**src/hw/rtl/ftrlp_sqrt.sv**
```systemverilog
// Digit-by-digit integer square root, one result bit per cycle.
`timescale 1ns / 1ps
module ftrlp_sqrt #(
  parameter int RW = 48
) (
  input  logic            clk,
  input  logic            rst_n,
  input  logic            start,
  input  logic [RW-1:0]   radicand,
  output logic            done,
  output logic [RW/2-1:0] root
);
  localparam int OW = RW / 2;
  localparam int CW = $clog2(OW + 1);

  logic            busy_r;
  logic [CW-1:0]   cnt_r;
  logic [RW-1:0]   rad_r;
  logic [OW-1:0]   root_r;
  logic [OW+1:0]   rem_r;
  logic [OW+3:0]   trial_rem;
  logic [OW+3:0]   trial_sub;
  logic            fits;

  assign trial_rem = {rem_r, rad_r[RW-1:RW-2]};
  assign trial_sub = {2'b00, root_r, 2'b01};
  assign fits = trial_rem >= trial_sub;
  assign done = busy_r && (cnt_r == '0);
  assign root = root_r;

  always_ff @(posedge clk) begin
    if (!rst_n) begin
      busy_r <= 1'b0;
      cnt_r <= '0;
    end else if (start) begin
      busy_r <= 1'b1;
      cnt_r <= CW'(OW);
    end else if (busy_r) begin
      if (cnt_r == '0) busy_r <= 1'b0;
      else cnt_r <= cnt_r - 1'b1;
    end
  end

  always_ff @(posedge clk) begin
    if (start) begin
      rad_r <= radicand;
      root_r <= '0;
      rem_r <= '0;
    end else if (busy_r && (cnt_r != '0)) begin
      rad_r <= {rad_r[RW-3:0], 2'b00};
      // The remainder stays below twice the root plus one, so it fits OW+2 bits.
      if (fits) begin
        rem_r <= (OW + 2)'(trial_rem - trial_sub);
        root_r <= {root_r[OW-2:0], 1'b1};
      end else begin
        rem_r <= (OW + 2)'(trial_rem);
        root_r <= {root_r[OW-2:0], 1'b0};
      end
    end
  end

endmodule

```
**config.mk**
```make
export PLATFORM = sky130hd
export DESIGN_NAME = ftrlp_sqrt
export DESIGN_NICKNAME = d
export VERILOG_FILES = /design/src/hw/rtl/ftrlp_sqrt.sv
export SDC_FILE = /design/constraint.sdc
export NUM_CORES = 1
export LEC_CHECK = 0
export ABC_AREA = 1
export BUFFER_PORTS_ARGS = -buffer_cell sky130_fd_sc_hd__buf_2
export CORE_ASPECT_RATIO = 0.5
export CORE_MARGIN = 8
export CORE_UTILIZATION = 50
export DETAILED_ROUTE_END_ITERATION = 8
export GPL_ROUTABILITY_DRIVEN = 0
export GPL_TIMING_DRIVEN = 0
export PLACE_DENSITY = 0.73
export SLEW_MARGIN = 10
export SYNTH_ARGS = -nofsm -noshare
export SYNTH_HDL_FRONTEND = slang
export SYNTH_SLANG_ARGS = --single-unit
```
**constraint.sdc**
```tcl
create_clock -name clk -period 2.35 [get_ports clk]
set_input_delay 0.235 -clock clk [delete_from_list [all_inputs] [get_ports clk]]
set_output_delay 0.235 -clock clk [all_outputs]
set_load 0.03 [all_outputs]
```
==> flow_summary.ini <==
[run_status]
status = finished, final reports clean

[clock_tree]
clock_latency_ps = 360
cts_max_level = 3
clockBufferDepth = 2
clk_pin_slew_ps = 80
cts_root_buffer = clkbuf_16
cts_buffers = 9
cts.sinks = 104
tritoncts = yes

[setup_path]
crit_fanout = 10
cp_data_required_time_ps = 2650
path_cells = inv_1 > ha_1 > clkbuf_2 > nand3_1 > nand3_1 > nand2_1 > nand3_2 > nand3_4 > buf_2 > nand4_1 > nand3_1 > nand2_1 > inv_1
critPathArrivalTime_ps = 2520
worstSetupPathType = flop to flop
cp_common_cell = nand3_1
cpLargestDelayFamily = simple AND/OR/NAND/NOR gates
start_kind = flop
end_kind = flop
crit_slowest_cell = dfxtp_1
worst-path-buf-inv = 4
cp_slowest_stage_delay_ps = 330

[finish]
drive_above_1_share_pct = 14.1
final_common_cell = nand2_1
diodes = 0
area_delta_synth_final_pct = 15.8
utilization_pct = 58.8
final_cell_mix = 368 x nand2_1, 147 x inv_1, 83 x buf_2, 56 x dfxtp_1, 52 x nor2_1
fill_cells = 1209
nets = 1086

[global_routing]
grt_pass1_wl_um = 27500
antenna_found_initial = 2
track_usage_pct = 20.0
grt_overflow = 0
grt_start_max_net_pins = 58
grt_pass1_vias = 5878

[sta]
period_share_pct = 94.5
hold_viol_final = 0
setup_viol_count_final = 0
clock-skew-final_ps = 11.6
maxSlewHeadroom_pct = 57.9
worst_slew_pin_slew_ps = 632
setup_tns_ps = 0
maxSlewViolCount = 0
finalCriticalPeriod_ps = 2220
max_freq_mhz = 450

[synthesis]
synthesis.instances = 918
synth_compound_area_share_pct = 5.18
synth_top_family_by_area = simple AND/OR/NAND/NOR gates
synth_fa_ha_area_share_pct = 5.49
synth_xor_area_share_pct = 1.79
yosys.area_share.simple_pct = 35.9
synthesis.nets = 997
synth.distinct_cells = 38
ys_seq_area_share_pct = 40.2
syn_area_per_cell_um2 = 6.95
synthMuxAreaShare_pct = 0
synth-seq-cells = 104
ys.warnings.count = 0
synthTopCellsByArea = edfxtp_1 23%, nand2_1 22%, dfxtp_1 18%, inv_1 8.7%, ha_1 5.5%
synth.top_cell.area_share_pct = 22.6
synth_area_um2 = 6380
synth_top_area_cell = edfxtp_1

[floorplanning]
ioPinCount = 76
start_util_pct = 50.8
core_um2 = 12600
fp.dieArea_um2 = 16800
rows = 29
die_w_um = 176
fp.dieH_um = 95.9

[detailed_routing]
wl_per_cell_um = 14.0
drc = 0
vias_per_cell = 5.14
finalWirelength_um = 16600
vias = 6080
antenna_left = 0
first_pass_iters = 6
dr.first_iter.drc_count = 509

[flow_run]
drv_cap = 0

[placement]
numPortBuffers = 74
place_hpwl_um = 12500

[min_path]
hold_path.class = primary input to flop
[final timing paths]
kind                              start               endpoint  slack, ps  cells past startpoint
setup / recovery   root[0]$_SDFFE_PP0P_  rem_r[9]$_SDFFE_PP0P_        130                     13
hold / removal                    rst_n      busy_r$_SDFF_PN0_        120                      3
setup reg to reg   root[0]$_SDFFE_PP0P_  rem_r[9]$_SDFFE_PP0P_        130                     13
hold reg to reg   cnt_r[0]$_SDFFE_PP0P_  cnt_r[0]$_SDFFE_PP0P_        480                      2
[cells in the mapped netlist (all sizes together)]
| library cell | n |
|---|---|
| nor3b | 1 |
| nor3 | 4 |
| nand2 | 378 |
| o22ai | 23 |
| and2 | 1 |
| o21bai | 1 |
| nor4 | 1 |
| buf | 16 |
| o211ai | 1 |
| nand4 | 40 |
| nand3b | 7 |
| nor2 | 57 |
| or2 | 1 |
| a31oi | 1 |
| inv | 151 |
| o21ai | 8 |
| a211oi | 1 |
| ha | 28 |
| xor2 | 11 |
| edfxtp | 48 |
| a21oi | 21 |
| dfxtp | 56 |
| clkbuf | 15 |
| nand3 | 45 |
| xnor2 | 2 |
[metal layers]
layer,wire length [µm],vias up,track usage [%]
met3,1460,35,5.40
met1,7830,2715,26.7
met2,6910,241,31.7
met4,345,4,5.96
met5,26,-,0
li1,-,3085,-
[registers in the layout (all words and copies together), names as in the netlist]
signal / count
busy_r: 1
cnt_r: 5
rad_r: 48
rem_r: 26
root: 24
[what timing repair did]
item | in CTS | in global routing
pin swaps | 0 | 5
setup buffers | 0 | 4
gates resized for setup | 2 | 19
setup endpoints to repair | 57 | 77
hold buffers | 0 | 0
[cell type report]
type                            count  area (µm²)  area share (%)
Buffer                             31         184            2.49
Tap cell                          170         213            2.88
Multi-Input combinational cell    632        3170            43.0
Inverter                          151         567            7.67
Clock buffer                       10         229            3.10
Timing Repair Buffer               78         400            5.42
Sequential cell                   104        2560            34.7
Clock inverter                      6        57.6           0.779
[through the flow]
step / std cells / cell area (µm²) / hold WS, ps / worst slack [ps]
floorplan: 918 / 6380 / 347 / 167
global route: 1182 / 7390 / 123 / -20.5
global placement: 1162 / 6960 / 452 / -397
detailed placement: 1162 / 6960 / 475 / -462
CTS: 1178 / 7250 / 122 / 71.4
finish: 1182 / 7390 / 123 / 129
[logic make-up after synthesis]
kind of cell | count (synthesis)
flip-flops | 104
adder cells (fa/ha/maj) | 28
AO/OA/AOI/OAI | 56
AND/OR/NAND/NOR | 535
XOR/XNOR | 13
buffers and inverters | 182
[tightest hold or removal path, cell delays in order]
cell,delay (ps)
buf_2,120
inv_1,50
nor2_1,40
Power is left out: the tool's default activity adds up to more than one toggle a clock period on the data nets, which glitch-free logic cannot reach.
