--- config.mk ---
export PLATFORM = sky130hd
export DESIGN_NAME = ftrlp_div
export DESIGN_NICKNAME = d
export VERILOG_FILES = /design/src/hw/rtl/ftrlp_div.sv
export SDC_FILE = /design/constraint.sdc
export NUM_CORES = 1
export LEC_CHECK = 0
export BUFFER_PORTS_ARGS = -buffer_cell sky130_fd_sc_hd__buf_2
export CAP_MARGIN = 30
export CORE_MARGIN = 2
export CORE_UTILIZATION = 50
export CTS_CLUSTER_DIAMETER = 80
export DETAILED_ROUTE_END_ITERATION = 7
export GPL_TIMING_DRIVEN = 0
export MAX_ROUTING_LAYER = met4
export PLACE_DENSITY = 0.73
export SYNTH_ARGS = -nofsm -noshare
export SYNTH_HDL_FRONTEND = slang
export SYNTH_SLANG_ARGS = --single-unit
export TNS_END_PERCENT = 20
--- constraint.sdc ---
create_clock -name clk -period 8.85 [get_ports clk]
set_clock_uncertainty 0.2 [all_clocks]
set_input_delay 0.885 -clock clk [delete_from_list [all_inputs] [get_ports clk]]
set_output_delay 0.885 -clock clk [all_outputs]
set_load 0.01 [all_outputs]
--- src/hw/rtl/ftrlp_div.sv ---
// Restoring unsigned divider, one quotient bit per cycle.
`timescale 1ns / 1ps
module ftrlp_div #(
  parameter int NW = 48,
  parameter int DW = 32
) (
  input  logic          clk,
  input  logic          rst_n,
  input  logic          start,
  input  logic [NW-1:0] dividend,
  input  logic [DW-1:0] divisor,
  output logic          done,
  output logic [NW-1:0] quotient
);
  localparam int CW = $clog2(NW + 1);

  logic          busy_r;
  logic [CW-1:0] cnt_r;
  logic [NW-1:0] quo_r;
  logic [DW-1:0] rem_r;
  logic [DW-1:0] div_r;
  logic [DW:0]   trial;
  logic          fits;

  assign trial = {rem_r, quo_r[NW-1]};
  assign fits = trial >= {1'b0, div_r};
  assign done = busy_r && (cnt_r == '0);
  assign quotient = quo_r;

  always_ff @(posedge clk) begin
    if (!rst_n) begin
      busy_r <= 1'b0;
      cnt_r <= '0;
    end else if (start) begin
      busy_r <= 1'b1;
      cnt_r <= CW'(NW);
    end else if (busy_r) begin
      if (cnt_r == '0) busy_r <= 1'b0;
      else cnt_r <= cnt_r - 1'b1;
    end
  end

  always_ff @(posedge clk) begin
    if (start) begin
      quo_r <= dividend;
      rem_r <= '0;
      div_r <= divisor;
    end else if (busy_r && (cnt_r != '0)) begin
      if (fits) rem_r <= DW'(trial - {1'b0, div_r});
      else rem_r <= DW'(trial);
      quo_r <= {quo_r[NW-2:0], fits};
    end
  end

endmodule

==> impl_metrics.env <==
export IMPL_worstPathRequired_ns=8.97
export IMPL_finalSetupViolations=0
export IMPL_ys_async_sr_fraction=0
export IMPL_grt_max_degree=37
export IMPL_core_area_mm2=0.01377
export IMPL_stdcell_area_mm2=0.008479
export IMPL_grt_pass1_wl_um=28700
export IMPL_insertion_delay_ns=0.42
export IMPL_synth_edf_count=80
export IMPL_antenna_found_initial=0
export IMPL_regToRegEndpoint="rem_r[30]"
export IMPL_layout_drive_gt1_share=0.2883
export IMPL_synth_most_common_cell="edfxtp_1"
export IMPL_synth_top_area_share=0.3430
export IMPL_p_leak_nw=3.489
export IMPL_drt_wirelength_per_cell_um=17.45
export IMPL_place_area_mm2=0.007914
export IMPL_p_clk_frac=0.381
export IMPL_drc=0
export IMPL_finalCritPeriodShare=0.3657
export IMPL_post_synth_cell_area_avg_um2=10.31
export IMPL_start_kind="flop"
export IMPL_hpwl_um=13350
export IMPL_synth_area_mm2=0.007003
export IMPL_syn_inst=679
export IMPL_regToRegSetupSlack_ns=5.61
export IMPL_p_int_mw=1.235
export IMPL_worst_pin_slew_ns=0.8716
export IMPL_vias_per_cell=5.828
export IMPL_io_buffers=131
export IMPL_firstDrtPassIters=5
export IMPL_grt_total_usage=0.2543
export IMPL_worstSetupPathType="flop to flop"
export IMPL_hold_viol_final=0
export IMPL_die_w_um=122.3
export IMPL_cts_root_buffer="clkbuf_16"
export IMPL_drt_iter0_markers=567
export IMPL_grt_pass1_vias=5888
export IMPL_placementRows=43
export IMPL_gp_congestion=0.9732
export IMPL_ys_warnings_count=0
export IMPL_cts_resized=0
export IMPL_worst_r2r_path_depth=11
export IMPL_diodes=0
export IMPL_synthTopCellsByCount="edfxtp_1, nor2_1, mux2_2, inv_1, dfxtp_1"
export IMPL_worst_path_max_fanout=3
export IMPL_slew_violations=0
export IMPL_cts_buffers=17
export IMPL_vias=5962
export IMPL_p_sw_frac=0.2969
export IMPL_endpoint="rem_r[30]"
export IMPL_rsz0062_at_grt="no"
export IMPL_crit_start="quotient[47]"
export IMPL_yosysTopAreaCell="edfxtp_1"
export IMPL_drt_total_wl_um=17850
export IMPL_ys_flop_type="edfxtp_1"
export IMPL_clock_path_buffers=2
export IMPL_synth_cell_type_count=68
export IMPL_peakVddDrop_mv=0.1720
export IMPL_yosysSeqAreaShare=0.4545
export IMPL_fp_dieH_um=122.3
export IMPL_htree_levels=4
export IMPL_worstHoldPathCells=2
export IMPL_clk_pin_slew_ns=0.06
export IMPL_cts_setup_buffers=0
export IMPL_p_seq_frac=0.393
export IMPL_cts_sinks=119
export IMPL_fmax_mhz=308.9
export IMPL_outcome="finished clean"
export IMPL_ios=132
export IMPL_fin_crit_ns=3.237
export IMPL_maxCapViolations=0
export IMPL_ant_nets=0
export IMPL_slew_headroom=0.4189
export IMPL_arrival_ns=3.36
export IMPL_cts_hold_buffers=0
export IMPL_synth_area_leaders="edfxtp_1, dfxtp_1, mux2_2"
export IMPL_start_util=0.5084
export IMPL_tns_ns=0
export IMPL_p_total_mw=1.757
export IMPL_power_frac_comb=0.227
export IMPL_synth_seq_cells=119
export IMPL_dieArea_mm2=0.01497
export IMPL_syn_to_final_growth_pct=21.08
export IMPL_hold_class="flop to flop"
export IMPL_nets=947
export IMPL_cts_tree="built"
export IMPL_pwr_density_cell_mw_per_mm2=207.2
export IMPL_rr_startpoint="quotient[47]"
export IMPL_p_switching_mw=0.5217
export IMPL_critPathCaptureType="flop"
export IMPL_synth_nets=796
export IMPL_grt_remaining_overflow=0
## flip-flops by register name (all words and copies together) (netlist names)
signal,flops
quotient,48
cnt_r,6
rem_r,32
div_r,32
busy_r,1
## layout make-up
| cell class | count | area, um^2 |
|---|---|---|
| clock buffers | 19 | 432.9 |
| repair buffers | 132 | 683.2 |
| plain buffers | 41 | 205.2 |
| fillers | 1135 | 5294 |
| inverters | 45 | 168.9 |
| clock inverters | 13 | 132.6 |
| well taps | 180 | 225.2 |
| flip-flops and latches | 119 | 3183 |
| multi-input cells | 474 | 3448 |
## layer usage
metal | wire, um | vias to the layer above | track usage
met4 | 459 | 0 | 0.09267
li1 | - | 2842 | -
met1 | 7549 | 2809 | 0.3149
met5 | 0 | - | -
met3 | 1411 | 40 | 0.06134
met2 | 8433 | 271 | 0.4059
## critical path, stage by stage (launching register included)
cell and delay, ns:
edfxtp_1 0.35, inv_1 0.06, ha_1 0.22, fa_1 0.42
nand2b_1 0.21, a21oi_1 0.23, o211ai_1 0.23, a31oi_1 0.38
o21ai_0 0.22, mux2i_1 0.20, o22ai_1 0.11, a311oi_1 0.31
## metrics by stage
step | instances | util | worst slack (ns) | hold slack [ns]
after global routing | 1023 | 0.6156 | 5.501 | 0.3335
after floorplan | 679 | - | 5.873 | 0.2710
after global placement | 990 | 0.5724 | 4.468 | 0.2950
final | 1023 | 0.6156 | 5.613 | 0.3130
after CTS | 1023 | 0.6156 | 5.700 | 0.3106
after detailed placement | 991 | 0.5746 | 5.348 | 0.3080
## power groups by stage
stage | logic (mW) | clock network [mW] | registers, mW
floorplan | 0.263 | 0 | 0.706
global placement | 0.379 | 0 | 0.700
detailed placement | 0.393 | 0 | 0.700
CTS | 0.395 | 0.676 | 0.690
global route | 0.439 | 0.703 | 0.696
finish | 0.398 | 0.669 | 0.690
## how the worst min path moves through the flow
stage                         start        end  slack [ns]
after global placement     rem_r[6]   rem_r[7]        0.30
after detailed placement  rem_r[12]  rem_r[13]        0.31
final                     rem_r[12]  rem_r[13]        0.31
after global routing      rem_r[12]  rem_r[13]        0.33
after CTS                 rem_r[12]  rem_r[13]        0.31
after floorplan           rem_r[27]  rem_r[28]        0.27
## cell usage in the layout, fill, tap and decap left out, drive strengths merged, types with 8 or more instances in the layout
cell type	n
clkbuf	40
o21bai	8
o21a	8
dfxtp	39
a311oi	22
nor3	12
xnor2	19
nand2	31
inv	45
nor2	51
o21ai	35
edfxtp	80
a21oi	38
nand3	37
nor3b	11
nand2b	8
ha	33
mux2	48
a21o	13
clkinv	9
buf	152
## logic make-up after synthesis
group / after synthesis / synth area share
mux: 52 / 0.08290
simple gates: 191 / 0.1433
xor+xnor: 26 / 0.03252
flops: 119 / 0.4545
buf+inv: 86 / 0.05342
fa+ha+maj: 34 / 0.06182
compound gates: 171 / 0.1715
Note: power is estimated with default switching activity, not from simulation.
