`src/hw/rtl/ftrlp_mul.sv`:
```
// Bit-serial shift-add multiplier, one multiplier bit per cycle.
`timescale 1ns / 1ps
module ftrlp_mul #(
  parameter int W = 32
) (
  input  logic           clk,
  input  logic           rst_n,
  input  logic           start,
  input  logic [W-1:0]   a,
  input  logic [W-1:0]   b,
  output logic           done,
  output logic [2*W-1:0] prod
);
  localparam int CW = $clog2(W + 1);

  logic           busy_r;
  logic [CW-1:0]  cnt_r;
  logic [W-1:0]   a_r;
  logic [2*W-1:0] p_r;
  logic [W:0]     sum;

  assign sum = {1'b0, p_r[2*W-1:W]} + (p_r[0] ? {1'b0, a_r} : '0);
  assign done = busy_r && (cnt_r == '0);
  assign prod = p_r;

  always_ff @(posedge clk) begin
    if (!rst_n) begin
      busy_r <= 1'b0;
      cnt_r <= '0;
    end else if (start) begin
      busy_r <= 1'b1;
      cnt_r <= CW'(W);
    end else if (busy_r) begin
      if (cnt_r == '0) busy_r <= 1'b0;
      else cnt_r <= cnt_r - 1'b1;
    end
  end

  always_ff @(posedge clk) begin
    if (start) begin
      a_r <= a;
      p_r <= {{W{1'b0}}, b};
    end else if (busy_r && (cnt_r != '0)) begin
      p_r <= {sum, p_r[W-1:1]};
    end
  end

endmodule

```
`config.mk`:
```
export PLATFORM = sky130hd
export DESIGN_NAME = ftrlp_mul
export DESIGN_NICKNAME = d
export VERILOG_FILES = /design/src/hw/rtl/ftrlp_mul.sv
export SDC_FILE = /design/constraint.sdc
export NUM_CORES = 1
export LEC_CHECK = 0
export ABC_CLOCK_PERIOD_IN_PS = 3180
export BUFFER_PORTS_ARGS = -buffer_cell sky130_fd_sc_hd__buf_4
export CORE_MARGIN = 10
export CORE_UTILIZATION = 55
export DETAILED_ROUTE_END_ITERATION = 16
export PLACE_DENSITY = 0.81
export SETUP_SLACK_MARGIN = 0.05
export SYNTH_ARGS = -nofsm -noshare
export SYNTH_HDL_FRONTEND = slang
export SYNTH_SLANG_ARGS = --single-unit
```
`constraint.sdc`:
```
create_clock -name clk -period 3.18 [get_ports clk]
set_clock_uncertainty 0.2 [all_clocks]
set_input_delay 0.636 -clock clk [delete_from_list [all_inputs] [get_ports clk]]
set_output_delay 0.636 -clock clk [all_outputs]
set_load 0.02 [all_outputs]
```
==> run summary, run 1 <==
The flow ran to the end, and the final reports show no timing, DRC or antenna violations. On the worst path, the slowest cell contributes a delay of 0.44 ns. The share of Yosys cell area claimed by the top area cell type was 0.324.

The tools report the number of global-route vias before repair as 5,088. STA classifies the critical path endpoint as a flip-flop. The tools report the maximum resistive drop on vdd as 443 µV.

The run gives 0 as the buffer count from post-CTS setup fixing. The sequential cell area fraction in the yosys report is 0.455. The average cell area after synthesis is 10.3 µm², and the post-layout net count is 812.

For the worst-skew pair, the clock arrives at the later sink with an insertion delay of 0.39 ns. TritonCTS built the clock tree. The gate family responsible for the most delay along the worst path was compound AO/OA/AOI/OAI gates. The startpoint-to-endpoint class of the critical path was reg2reg. Total overflow reported by the global router: 0. The clock drives 103 sinks.

Synthesis instantiated 68 different standard cells from the library. The count of final max-slew check failures was 0; the maximum clock path buffer count was 2. The worst-path cell with the longest stage delay is a211oi_2. Of all nets on the critical path, the largest fanout is 15.

The portion of the clock cycle consumed by the worst path in the final layout is 0.956, and the floorplan die height is 124 µm. For this block, the initial DRC count from the detailed router was 438. Setup repair after global routing could not meet its margin everywhere.

The overall fraction of global-route tracks in use is 0.217. The clock tree root driver cell is clkbuf_8. After detailed routing, the number of vias per cell comes to 5.94.

The number of antenna violations at the first check in global routing was 0. Final hold analysis gives a worst-case slack of 0.210 ns. For the finished layout, the period the worst path requires is 3.04 ns. The placer congestion estimate came out at 0.966. The total number of vias came out at 5,059.

The max-slew headroom at the worst pin was 0.471. The leading area contributor after synthesis is edfxtp_1. The H-tree generated during clock tree synthesis spans 3 levels. The run gives 0 ns as the accumulated negative setup slack.

Setup violations remaining at the end of the flow were counted as 0. Counting flops and latches in the post-synthesis netlist gives 103. The first-pass GRT wire length is 26,200 µm. The worst path buffer plus inverter count is 1. The TritonCTS buffer count is 9.

In this run the worst hold path is classified as in2reg. Walking the worst path, the cells encountered are buf_4 > and2_1 > ha_1 > o211ai_1 > o21ai_2 > a211oi_2 > nor4_2 > or3_1 > a32o_1. For this block, the routed nets add up to 16,600 µm of wire. In this run the static leakage power is 3.02 nW.

Ranked by total cell area, the synthesized netlist is headed by edfxtp_1 32%, dfxtp_1 13%, ha_1 7.2%, mux2_2 6.1%, a21oi_1 4.1%. Synthesis handed over a netlist of 578 instances. The tools report the number of cell rows as 37. The tools report the final hold violation count as 0. In the synthesized netlist the dominant register cell turns out to be edfxtp_1. For the overall die area, the log shows 0.0154 mm². The number of antenna diodes in the final layout is 0.

STA puts the critical path data required time at 3.27 ns. In this run the tool buffered the top-level ports with 131 buffer cells. After detailed routing, the average wire length per cell comes to 19.5 µm. The worst register-to-register path has a setup slack of 0.14 ns.

The power per cell area is 441 mW/mm². The residual antenna-violating net count after detailed routing was 0. The area added between synthesis and finish is 22.7%. The width of the die works out to 124 µm. The share of flip-flops with an asynchronous set or reset is 0, and the DRC violation count after routing is 0. STA puts the critical path data arrival time at 3.13 ns. The logs give 66 for the pin count of the biggest net entering global routing and 6 for the number of search-and-repair iterations in the first detailed-routing pass. For the number of max-cap violations, the log shows 0. The ratio of cells with drive above 1 in the final layout came out at 0.303.

The number of warnings reported in the yosys synthesis log is 0. The number of nets handed over by synthesis was 680. The worst setup path is launched from a flip-flop. Static timing analysis puts the maximum clock frequency at 0.329 GHz. The number of flops mapped to enable cells by yosys is 64, and the post-DP HPWL is 12,900 µm. The slew at the pin with the worst max-slew slack is 0.793 ns.

For the I/O pin count, the log shows 132. The area of the mapped netlist was 0.00594 mm². The floorplan step defined a core boundary enclosing 0.0104 mm². The initial core utilization was 0.570.

Clock-pin slew was measured on the worst setup and hold paths at 0.11 ns.
## area by class of cell
| cell class | count | area (µm²) |
|---|---|---|
| Clock inverter | 4 | 32.5 |
| Sequential cell | 103 | 2700 |
| Fill cell | 794 | 3130 |
| Timing Repair Buffer | 150 | 1130 |
| Clock buffer | 12 | 135 |
| Inverter | 15 | 56.3 |
| Multi-Input combinational cell | 431 | 3070 |
| Tap cell | 136 | 170 |
## cell usage in the layout, fill, tap and decap left out, drive strengths merged, types with 3 or more instances in the layout
cell type,instances
buf,150
a221o,3
inv,16
a21oi,54
a211oi,11
and3,8
ha,34
and2,34
xnor2,11
o21a,5
nor3,7
a32o,6
o211ai,4
o21ai,29
or3,10
a31oi,4
mux2,32
edfxtp,64
nand2,55
a2111oi,4
dfxtp,39
a21o,15
nand4,10
xor2,6
clkbuf,12
nand3,11
o31ai,3
o21bai,7
nor2,33
nor4,5
## power breakdown
| part | internal, mW | switching [mW] | leakage [nW] |
|---|---|---|---|
| combinational | 0.364 | 0.476 | 1.99 |
| clock | 0.290 | 0.465 | 0.0772 |
| sequential | 1.55 | 0.0688 | 0.947 |
| total | 2.20 | 1.01 | 3.02 |
## timing repair
action,4_1_cts,5_1_grt
setup endpoints to repair,0,6
hold buffers,0,0
gates resized for setup,0,6
## synth_stat cells (all sizes together), types with 2 or more instances
cell and n:
inv 15, nand4b 2, edfxtp 64, o221ai 2, xor2 6, a32o 6, a221oi 2, o31ai 3
o21bai 7, nor3 7, xnor2 11, or3 10, mux2 32, a311oi 2, a211oi 11, a32oi 2
clkbuf 21, ha 34, a31oi 4, nor4 5, o21a 5, and2 34, and3 8, nand3 11
nand2 55, o211ai 4, a21o 15, a221o 3, buf 8, or4 2, a2111oi 4, nand4 10
a21oi 54, o21ai 29, dfxtp 39, nor2 33
## stage by stage
stage	total power [mW]	instance area (µm²)	cells	setup slack (ns)	utilization
finish	3.21	7290	851	0.140	0.700
global route	3.37	7290	851	0.0358	0.700
CTS	3.23	7260	851	0.206	0.697
detailed placement	2.48	7090	835	0.225	0.681
global placement	2.46	7090	835	0.283	0.681
floorplan	2.15	5940	578	0.298	-
## kinds of logic (layout without fill, tap and decap cells)
group,count (synthesis),count (layout),synth area share
buffers and inverters,44,181,0.0339
AOI/OAI and AO/OA,165,165,0.194
and+or+nand+nor,182,182,0.156
muxes,32,32,0.0607
DFF,103,103,0.455
adders and majority gates,35,35,0.0750
xor gates and xnor gates,17,17,0.0251
## worst paths after layout
check	from	to	cells past startpoint
worst max register to register	prod[0]$_DFFE_PP_	prod[50]$_SDFFE_PP0P_	9
worst min-delay path	a[7]	a_r[7]$_DFFE_PP_	1
worst min register to register	prod[46]$_SDFFE_PP0P_	prod[46]$_SDFFE_PP0P_	2
worst max-delay path	prod[0]$_DFFE_PP_	prod[50]$_SDFFE_PP0P_	9
## sequential cells by signal, indices dropped and copies added, names as in the netlist
name and flops:
a_r 32, busy_r 1, cnt_r 6, prod 64
## per-layer routing
layer  GRT usage  part of all wire  vias to the layer above
li1            -                 -                     2436
met1       0.254              0.39                     2368
met2       0.349              0.47                      233
met3       0.104              0.13                       22
met4      0.0669             0.015                        0
met5           0                 0                        -
No activity file was read; power rests on OpenSTA's default activity.
==> inputs of run 2 (changes only) <==
--- a/config.mk
+++ b/config.mk
@@ -5,12 +5,13 @@
 export SDC_FILE = /design/constraint.sdc
 export NUM_CORES = 1
 export LEC_CHECK = 0
-export ABC_CLOCK_PERIOD_IN_PS = 3180
+export ABC_CLOCK_PERIOD_IN_PS = 2500
 export BUFFER_PORTS_ARGS = -buffer_cell sky130_fd_sc_hd__buf_4
 export CORE_MARGIN = 10
-export CORE_UTILIZATION = 55
+export CORE_UTILIZATION = 50
 export DETAILED_ROUTE_END_ITERATION = 16
-export PLACE_DENSITY = 0.81
+export GPL_TIMING_DRIVEN = 0
+export PLACE_DENSITY = 0.77
 export SETUP_SLACK_MARGIN = 0.05
 export SYNTH_ARGS = -nofsm -noshare
 export SYNTH_HDL_FRONTEND = slang
==> constraint.sdc (replaced) <==
create_clock -name clk -period 2.5 [get_ports clk]
set_clock_uncertainty 0.2 [all_clocks]
set_input_delay 0.5 -clock clk [delete_from_list [all_inputs] [get_ports clk]]
set_output_delay 0.5 -clock clk [all_outputs]
set_load 0.02 [all_outputs]
==> run summary, run 2 (same netlist as run 1, synthesis figures left out) <==
The detail-routed via count per cell works out to 6.05 (+1.7%). The initial core utilization is 0.516 (-0.0545). Final hold violation count: 0 (unchanged). The floorplan die height was 129 µm (+4.1%).

The logs give 2 (unchanged) for the maximum clock path buffer count and 13,100 µm (+1.2%) for the post-DP HPWL. The run gives 9 (unchanged) as the TritonCTS buffer count. The portion of the clock cycle consumed by the worst path in the final layout works out to 1.21 (+0.249). On the critical path the largest part of the delay comes from compound AO/OA/AOI/OAI gates.

The instance area after placement was 0.00731 mm² (+3.0%); the total design power was 4.82 mW (+50%). Compared with the post-synthesis result, the final layout area differs by 43.7%. The max-slew headroom at the worst pin came out at 0.594 (+0.123). The overall fraction of global-route tracks in use was 0.216 (-0.00166); the port buffer count was 131 (unchanged). The number of cell rows is 39 (+5.4%). The final setup violation count is 26 (+26). The width of the die is 129 µm (+4.1%). For the total number of clock tree sinks, the log shows 103 (unchanged). The number of search-and-repair iterations in the first detailed-routing pass was 6 (unchanged).

TritonCTS built the clock tree. The total overflow reported by the global router was 0 (unchanged). The tools report the clock latency of the later-clocked register in the worst-skew pair as 0.36 ns (-0.03 ns).

The slew at the pin with the worst max-slew slack was 0.609 ns (-0.185 ns); the maximum cell stage delay along the critical path was 0.42 ns (-0.02 ns). By startpoint and endpoint, the worst setup path is classified as reg2reg. The clock transition at the registers of the reported paths works out to 0.08 ns (-0.03 ns).

The peak fanout along the critical path is 5 (-10). Number of antenna violations at the first check in global routing: 0 (unchanged). The number of flip-flops under the largest register name was 64 (unchanged). The post-layout worst setup margin was -0.513 ns (-0.653 ns). The root buffer cell chosen for the clock tree is clkbuf_16. For the hold buffer count at cts, the log shows 0 (unchanged).

Critical path arrival: 3.06 ns (-0.07 ns). The mean routed wirelength per cell is 21.5 µm (+9.9%). The run gives -8.61 ns (-8.61 ns) as the accumulated negative setup slack. The worst setup path is captured at a flip-flop.

The tools report the upper clock frequency limit as 0.332 GHz (+0.90%). In the layout the commonest cells are 158 x buf_4, 64 x edfxtp_1, 55 x nand2_1. Filler-free cell count of the finished design: 907 (+6.6%). The DRC violation count after routing was 0 (unchanged); the I/O pin count was 132 (unchanged).

The critical path data required time was 2.55 ns (-0.72 ns). For the number of H-tree levels, the log shows 3 (unchanged). Leaving out fill and tap cells, the most frequent cell in the layout is buf_4.

The tools report the total number of vias as 5,486 (+8.4%). The worst-path cell with the longest stage delay is edfxtp_1. The logs give 28,500 µm (+8.8%) for the first-pass GRT wire length and 34 (-48%) for the pin count of the biggest net entering global routing. The shortest period the worst path allows is 3.01 ns (-0.0272 ns), and the number of diodes is 0 (unchanged). The worst-case setup slack after placement was -0.916 ns (-1.14 ns). The worst path buffer plus inverter count was 3 (+2); the post-layout net count was 861 (+6.0%).

The cell leakage power came out at 3.40 nW (+13%). The logs give 465 (+6.2%) for the number of violations reported at the end of detailed-routing iteration 0 and 0.0166 mm² (+8.3%) for the overall die area. The number of global-route vias before repair came out at 5,415 (+6.4%). The tools report the total placed cells including tap cells as 852 (+2.0%). Path category of the worst min-delay check: in2reg.

For the residual antenna-violating net count after detailed routing, the log shows 0 (unchanged). The final reports fail on negative setup slack. Number of max-cap violations: 0 (unchanged).

The critical path goes through buf_6 > buf_8 > and2_4 > ha_4 > buf_6 > a21o_1 > a2111o_1 > a21oi_2 > and4bb_4 > a21o_1 > a221o_1. The routed wire length was 19,500 µm (+17%); the placer congestion estimate was 0.928 (-4.0%). The maximum resistive drop on vdd was 626 µV (+41%); the ratio of cells with drive above 1 in the final layout was 0.450 (+0.147).

The final cell area excluding filler cells was 0.00854 mm² (+17%). Setup repair after global routing could not meet its margin everywhere. Power per cell area: 564 mW/mm² (+28%).

The flow ran to the end, but the final reports show violations. STA classifies the critical path startpoint as a flip-flop. The tools report the core region area as 0.0115 mm² (+11%). The count of fill cells added during filler insertion was 802 (+1.0%).

The tools report the count of final max-slew check failures as 0 (unchanged).
[run 2: changes by cell type in the layout (fill, tap and decap cells not counted), moves of 8 or more]
| cell | previous run | this run |
|---|---|---|
| a21oi_2 | 5 | 16 |
| o21ai_0 | 22 | 13 |
| a21oi_1 | 48 | 31 |
| clkbuf_8 | 9 | 1 |
| ha_1 | 33 | 14 |
| and2_4 | 0 | 10 |
| and2_1 | 33 | 23 |
| buf_6 | 0 | 14 |
| ha_4 | 0 | 18 |
| clkbuf_16 | 0 | 10 |
| buf_4 | 150 | 158 |
[run 2: path summary, 6_finish.rpt]
| path | from | endpoint | slack (ns) | cells after the start |
|---|---|---|---|---|
| hold reg to reg | prod[52]$_SDFFE_PP0P_ | prod[52]$_SDFFE_PP0P_ | 0.28 | 2 |
| setup reg to reg | prod[0]$_DFFE_PP_ | prod[57]$_SDFFE_PP0P_ | -0.51 | 11 |
| setup / recovery | prod[0]$_DFFE_PP_ | prod[57]$_SDFFE_PP0P_ | -0.51 | 11 |
| hold / removal | a[10] | a_r[10]$_DFFE_PP_ | 0.11 | 1 |
[run 2: metrics by stage]
stage | util | hold slack (ns)
global placement | 0.635 | 0.266
floorplan | - | 0.279
finish | 0.741 | 0.111
detailed placement | 0.635 | 0.271
CTS | 0.701 | 0.104
global route | 0.741 | 0.101
[run 2: what timing repair did]
action	CTS	global route
cloned	2	1
buffers inserted	21	20
resized for setup	54	68
setup endpoints to repair	59	63
pin swaps	23	42
[run 2: cell type report]
| type | count | area (µm²) | share of cell area |
|---|---|---|---|
| repair inverters | 1 | 7.51 | 0.000879 |
| flip-flops and latches | 103 | 2700 | 0.317 |
| well taps | 143 | 179 | 0.0210 |
| inverters | 15 | 60.1 | 0.00704 |
| clock buffers | 10 | 229 | 0.0268 |
| plain buffers | 25 | 180 | 0.0211 |
| clock inverters | 6 | 52.6 | 0.00616 |
| multi-input cells | 431 | 3730 | 0.437 |
| repair buffers | 173 | 1390 | 0.163 |
[run 2: where the power goes]
| group | switching (mW) | total [mW] | internal [mW] |
|---|---|---|---|
| Clock | 0.672 | 1.37 | 0.694 |
| Sequential | 0.0927 | 2.06 | 1.97 |
| Combinational | 0.750 | 1.39 | 0.641 |
[run 2: per-layer routing]
layer | wire, µm | up-vias | track usage
li1 | - | 2544 | -
met1 | 7490 | 2653 | 0.246
met2 | 10200 | 239 | 0.379
met3 | 1300 | 50 | 0.0632
met4 | 482 | 0 | 0.0736
met5 | 0 | - | 0
==> inputs of run 3 (changes only) <==
--- a/config.mk
+++ b/config.mk
@@ -7,12 +7,13 @@
 export LEC_CHECK = 0
 export ABC_CLOCK_PERIOD_IN_PS = 2500
 export BUFFER_PORTS_ARGS = -buffer_cell sky130_fd_sc_hd__buf_4
+export CELL_PAD_IN_SITES_DETAIL_PLACEMENT = 1
+export CELL_PAD_IN_SITES_GLOBAL_PLACEMENT = 1
 export CORE_MARGIN = 10
-export CORE_UTILIZATION = 50
+export CORE_UTILIZATION = 38
 export DETAILED_ROUTE_END_ITERATION = 16
 export GPL_TIMING_DRIVEN = 0
 export PLACE_DENSITY = 0.77
-export SETUP_SLACK_MARGIN = 0.05
 export SYNTH_ARGS = -nofsm -noshare
 export SYNTH_HDL_FRONTEND = slang
 export SYNTH_SLANG_ARGS = --single-unit
==> run summary, run 3 (same netlist as run 1, synthesis figures left out) <==
The run finished, with violations left. The checks that failed: negative setup slack. The category of the worst setup path launch point is a flip-flop. The ratio of cells with drive above 1 in the final layout was 0.466 (+0.0160); the total number of vias was 5,522 (+0.66%).

DRC violation count after routing: 0 (unchanged). The sequential group share of total power was 0.415 (-0.013); the filler-free cell count of the finished design was 981 (+8.2%). The TritonCTS buffer count was 9 (unchanged); the minimum hold slack was 0.0965 ns (-0.0150 ns). The root buffer cell chosen for the clock tree is clkbuf_16. The power per cell area is 571 mW/mm² (+1.1%). Mean routed wirelength per cell: 22.6 µm (+5.5%).

The final setup violation count is 28 (+7.7%), and the max-slew headroom at the worst pin is 0.546 (-0.0482). On the critical path, the stage with the largest delay is an instance of edfxtp_1. The accumulated negative setup slack came out at -9.99 ns (-1.38 ns).

The peak fanout along the critical path came out at 7 (+2). For the power spent charging and discharging nets, the log shows 1.65 mW (+8.7%). Grouping stages by cell kind, the critical path spends the most delay in compound AO/OA/AOI/OAI gates. The critical path goes through buf_6 > buf_4 > and2_4 > ha_4 > fa_2 > a21oi_4 > o21ai_4 > a21oi_4 > buf_6 > o21ai_4 > a21o_1 > a221o_1.

The fraction of the core area covered by cells at the end of the flow is 0.571 (-0.170). The reg-to-reg setup timing slack is -0.52 ns (about the same). The run gives 5 (-1) as the number of search-and-repair iterations in the first detailed-routing pass. Number of violations reported at the end of detailed-routing iteration 0: 289 (-38%).

The startpoint identified for the worst register-to-register timing path is prod[0]$_DFFE_PP_. The run gives 0.286 (-0.003) as the share of total power in combinational logic. The total design power came out at 4.98 mW (+3.3%). The clock transition at the registers of the reported paths was 0.09 ns (about the same). The width of the die is 145 µm (+12%), and the internal power is 3.33 mW (+0.80%). The hold buffer count at cts is 0 (unchanged), and the shortest period the worst path allows is 3.02 ns (+0.00455 ns). The critical path depth was 12 (+1).

The maximum resistive drop on vdd came out at 398 µV (-36%). The tools report the endpoint of the worst hold-timing path as a_r[9]$_DFFE_PP_. Kind of end point of the critical path: a flip-flop.

The overall fraction of global-route tracks in use was 0.198 (-0.0177); the area added between synthesis and finish was 46.8%. For the critical path arrival, the log shows 3.07 ns (about the same). Endpoint of the worst-slack reg-to-reg timing path: prod[49]$_SDFFE_PP0P_. The tools report the clock power share as 0.298 (+0.014).

Setup repair after global routing could not meet its margin everywhere. The number of max-cap violations was 0 (unchanged). The post-layout worst setup margin came out at -0.517 ns (-0.00455 ns). The final cell area excluding filler cells was 0.00872 mm² (+2.1%).

The clock latency of the later-clocked register in the worst-skew pair is 0.37 ns (about the same), and the post-DP HPWL is 14,500 µm (+11%). The slew at the pin with the worst max-slew slack was 0.681 ns (+0.0723 ns); the first-pass GRT wire length was 33,900 µm (+19%). The critical path data required time was 2.56 ns (about the same); the pin count of the biggest net entering global routing was 34 (unchanged).

Count of final max-slew check failures: 0 (unchanged). The number of cell rows was 45 (+15%); the port buffer count was 131 (unchanged). The maximum clock path buffer count is 2 (unchanged), and the portion of the clock cycle consumed by the worst path in the final layout is 1.21 (+0.00182). The detail-routed via count per cell was 5.63 (-6.9%); the number of diodes was 0 (unchanged). The number of flip-flops under the largest register name is 64 (unchanged). The depth of the worst register-to-register path is 12 (+1), and the number of H-tree levels is 3 (unchanged). The tools report the routed wire length as 22,200 µm (+14%).

The logs give 3.45 nW (+1.5%) for the cell leakage power and 0 (unchanged) for the number of antenna violations at the first check in global routing. The tools report the core region area as 0.0153 mm² (+32%). The tools report the placer congestion estimate as 0.849 (-8.5%).

The tools report the upper clock frequency limit as 0.331 GHz (-0.15%). In the layout the commonest cells are 166 x buf_4, 64 x edfxtp_1, 52 x nand2_1. The total number of clock tree sinks is 103 (unchanged).

The floorplan die height is 145 µm (+12%). The post-layout net count came out at 867 (+0.70%). The run gives 6,131 (+13%) as the number of global-route vias before repair. The residual antenna-violating net count after detailed routing was 0 (unchanged); the I/O pin count was 132 (unchanged). The overall die area was 0.0210 mm² (+26%); the switching part of the total power was 0.331 (+0.0165).

The run gives 0 (unchanged) as the total overflow reported by the global router. The maximum cell stage delay along the critical path came out at 0.40 ns (-0.02 ns). Instance area after placement: 0.00735 mm² (+0.53%).

The critical path in this run is classified as reg2reg. The tools report the initial core utilization as 0.389 (-0.127). TritonCTS built the clock tree.

The worst-case setup slack after placement came out at -1.15 ns (-0.229 ns). Leaving out fill and tap cells, the most frequent cell in the layout is buf_4. The path class of the tightest hold or removal check is in2reg.

The worst path buffer plus inverter count works out to 3 (unchanged). The origin of the worst min-delay path is a[9]. The worst hold path stage count works out to 1 (unchanged). The logs give 1,620 (+100%) for the count of fill cells added during filler insertion and 920 (+8.0%) for the total placed cells including tap cells. Final hold violation count: 0 (unchanged).
## run 3: cell types whose count changed in the layout (fill, tap and decap cells not counted), sizes merged
cell      delta
clkinv       +1
buf          +2
inv          -1
clkbuf       +3
clkinvlp     +1
## run 3: power groups by stage
stage | clock network (mW) | logic (mW) | registers (mW)
CTS | 1.52 | 1.29 | 2.06
floorplan | 0 | 0.593 | 2.19
global placement | 0 | 1.09 | 2.09
global route | 1.57 | 1.53 | 2.09
finish | 1.48 | 1.42 | 2.07
detailed placement | 0 | 1.13 | 2.10
## run 3: layer usage
metal | share of wire | GRT usage | routed length (µm) | vias to the layer above
met5 | 0 | 0 | 0 | -
met4 | 0.025 | 0.0557 | 556 | 0
met3 | 0.065 | 0.0674 | 1450 | 46
met2 | 0.52 | 0.354 | 11500 | 171
met1 | 0.39 | 0.217 | 8690 | 2749
li1 | - | - | - | 2556
## run 3: worst max-delay path by stage
stage	start	to	slack, ns
6_report	prod[0]$_DFFE_PP_	prod[49]$_SDFFE_PP0P_	-0.52
5_1_grt	prod[0]$_DFFE_PP_	prod[49]$_SDFFE_PP0P_	-0.58
4_1_cts	prod[0]$_DFFE_PP_	prod[57]$_SDFFE_PP0P_	-0.47
3_5_place_dp	start	prod[14]$_DFFE_PP_	-1.15
3_3_place_gp	start	prod[4]$_DFFE_PP_	-1.10
2_1_floorplan	prod[0]$_DFFE_PP_	prod[57]$_SDFFE_PP0P_	-0.33
## run 3: layout make-up
cell class / count / area (µm²) / share of cell area
clock inverters: 7 / 86.3 / 0.00990
plain buffers: 24 / 174 / 0.0199
flip-flops and latches: 103 / 2700 / 0.310
clock buffers: 9 / 225 / 0.0258
well taps: 211 / 264 / 0.0303
inverters: 15 / 60.1 / 0.00689
repair buffers: 180 / 1420 / 0.163
multi-input cells: 431 / 3780 / 0.433
repair inverters: 1 / 7.51 / 0.000861
## run 3: repair_timing
item	4_1_cts	5_1_grt
endpoints found under the setup margin	59	62
resized for setup	78	67
pin swaps	40	44
cloned	3	0
buffers inserted	32	15
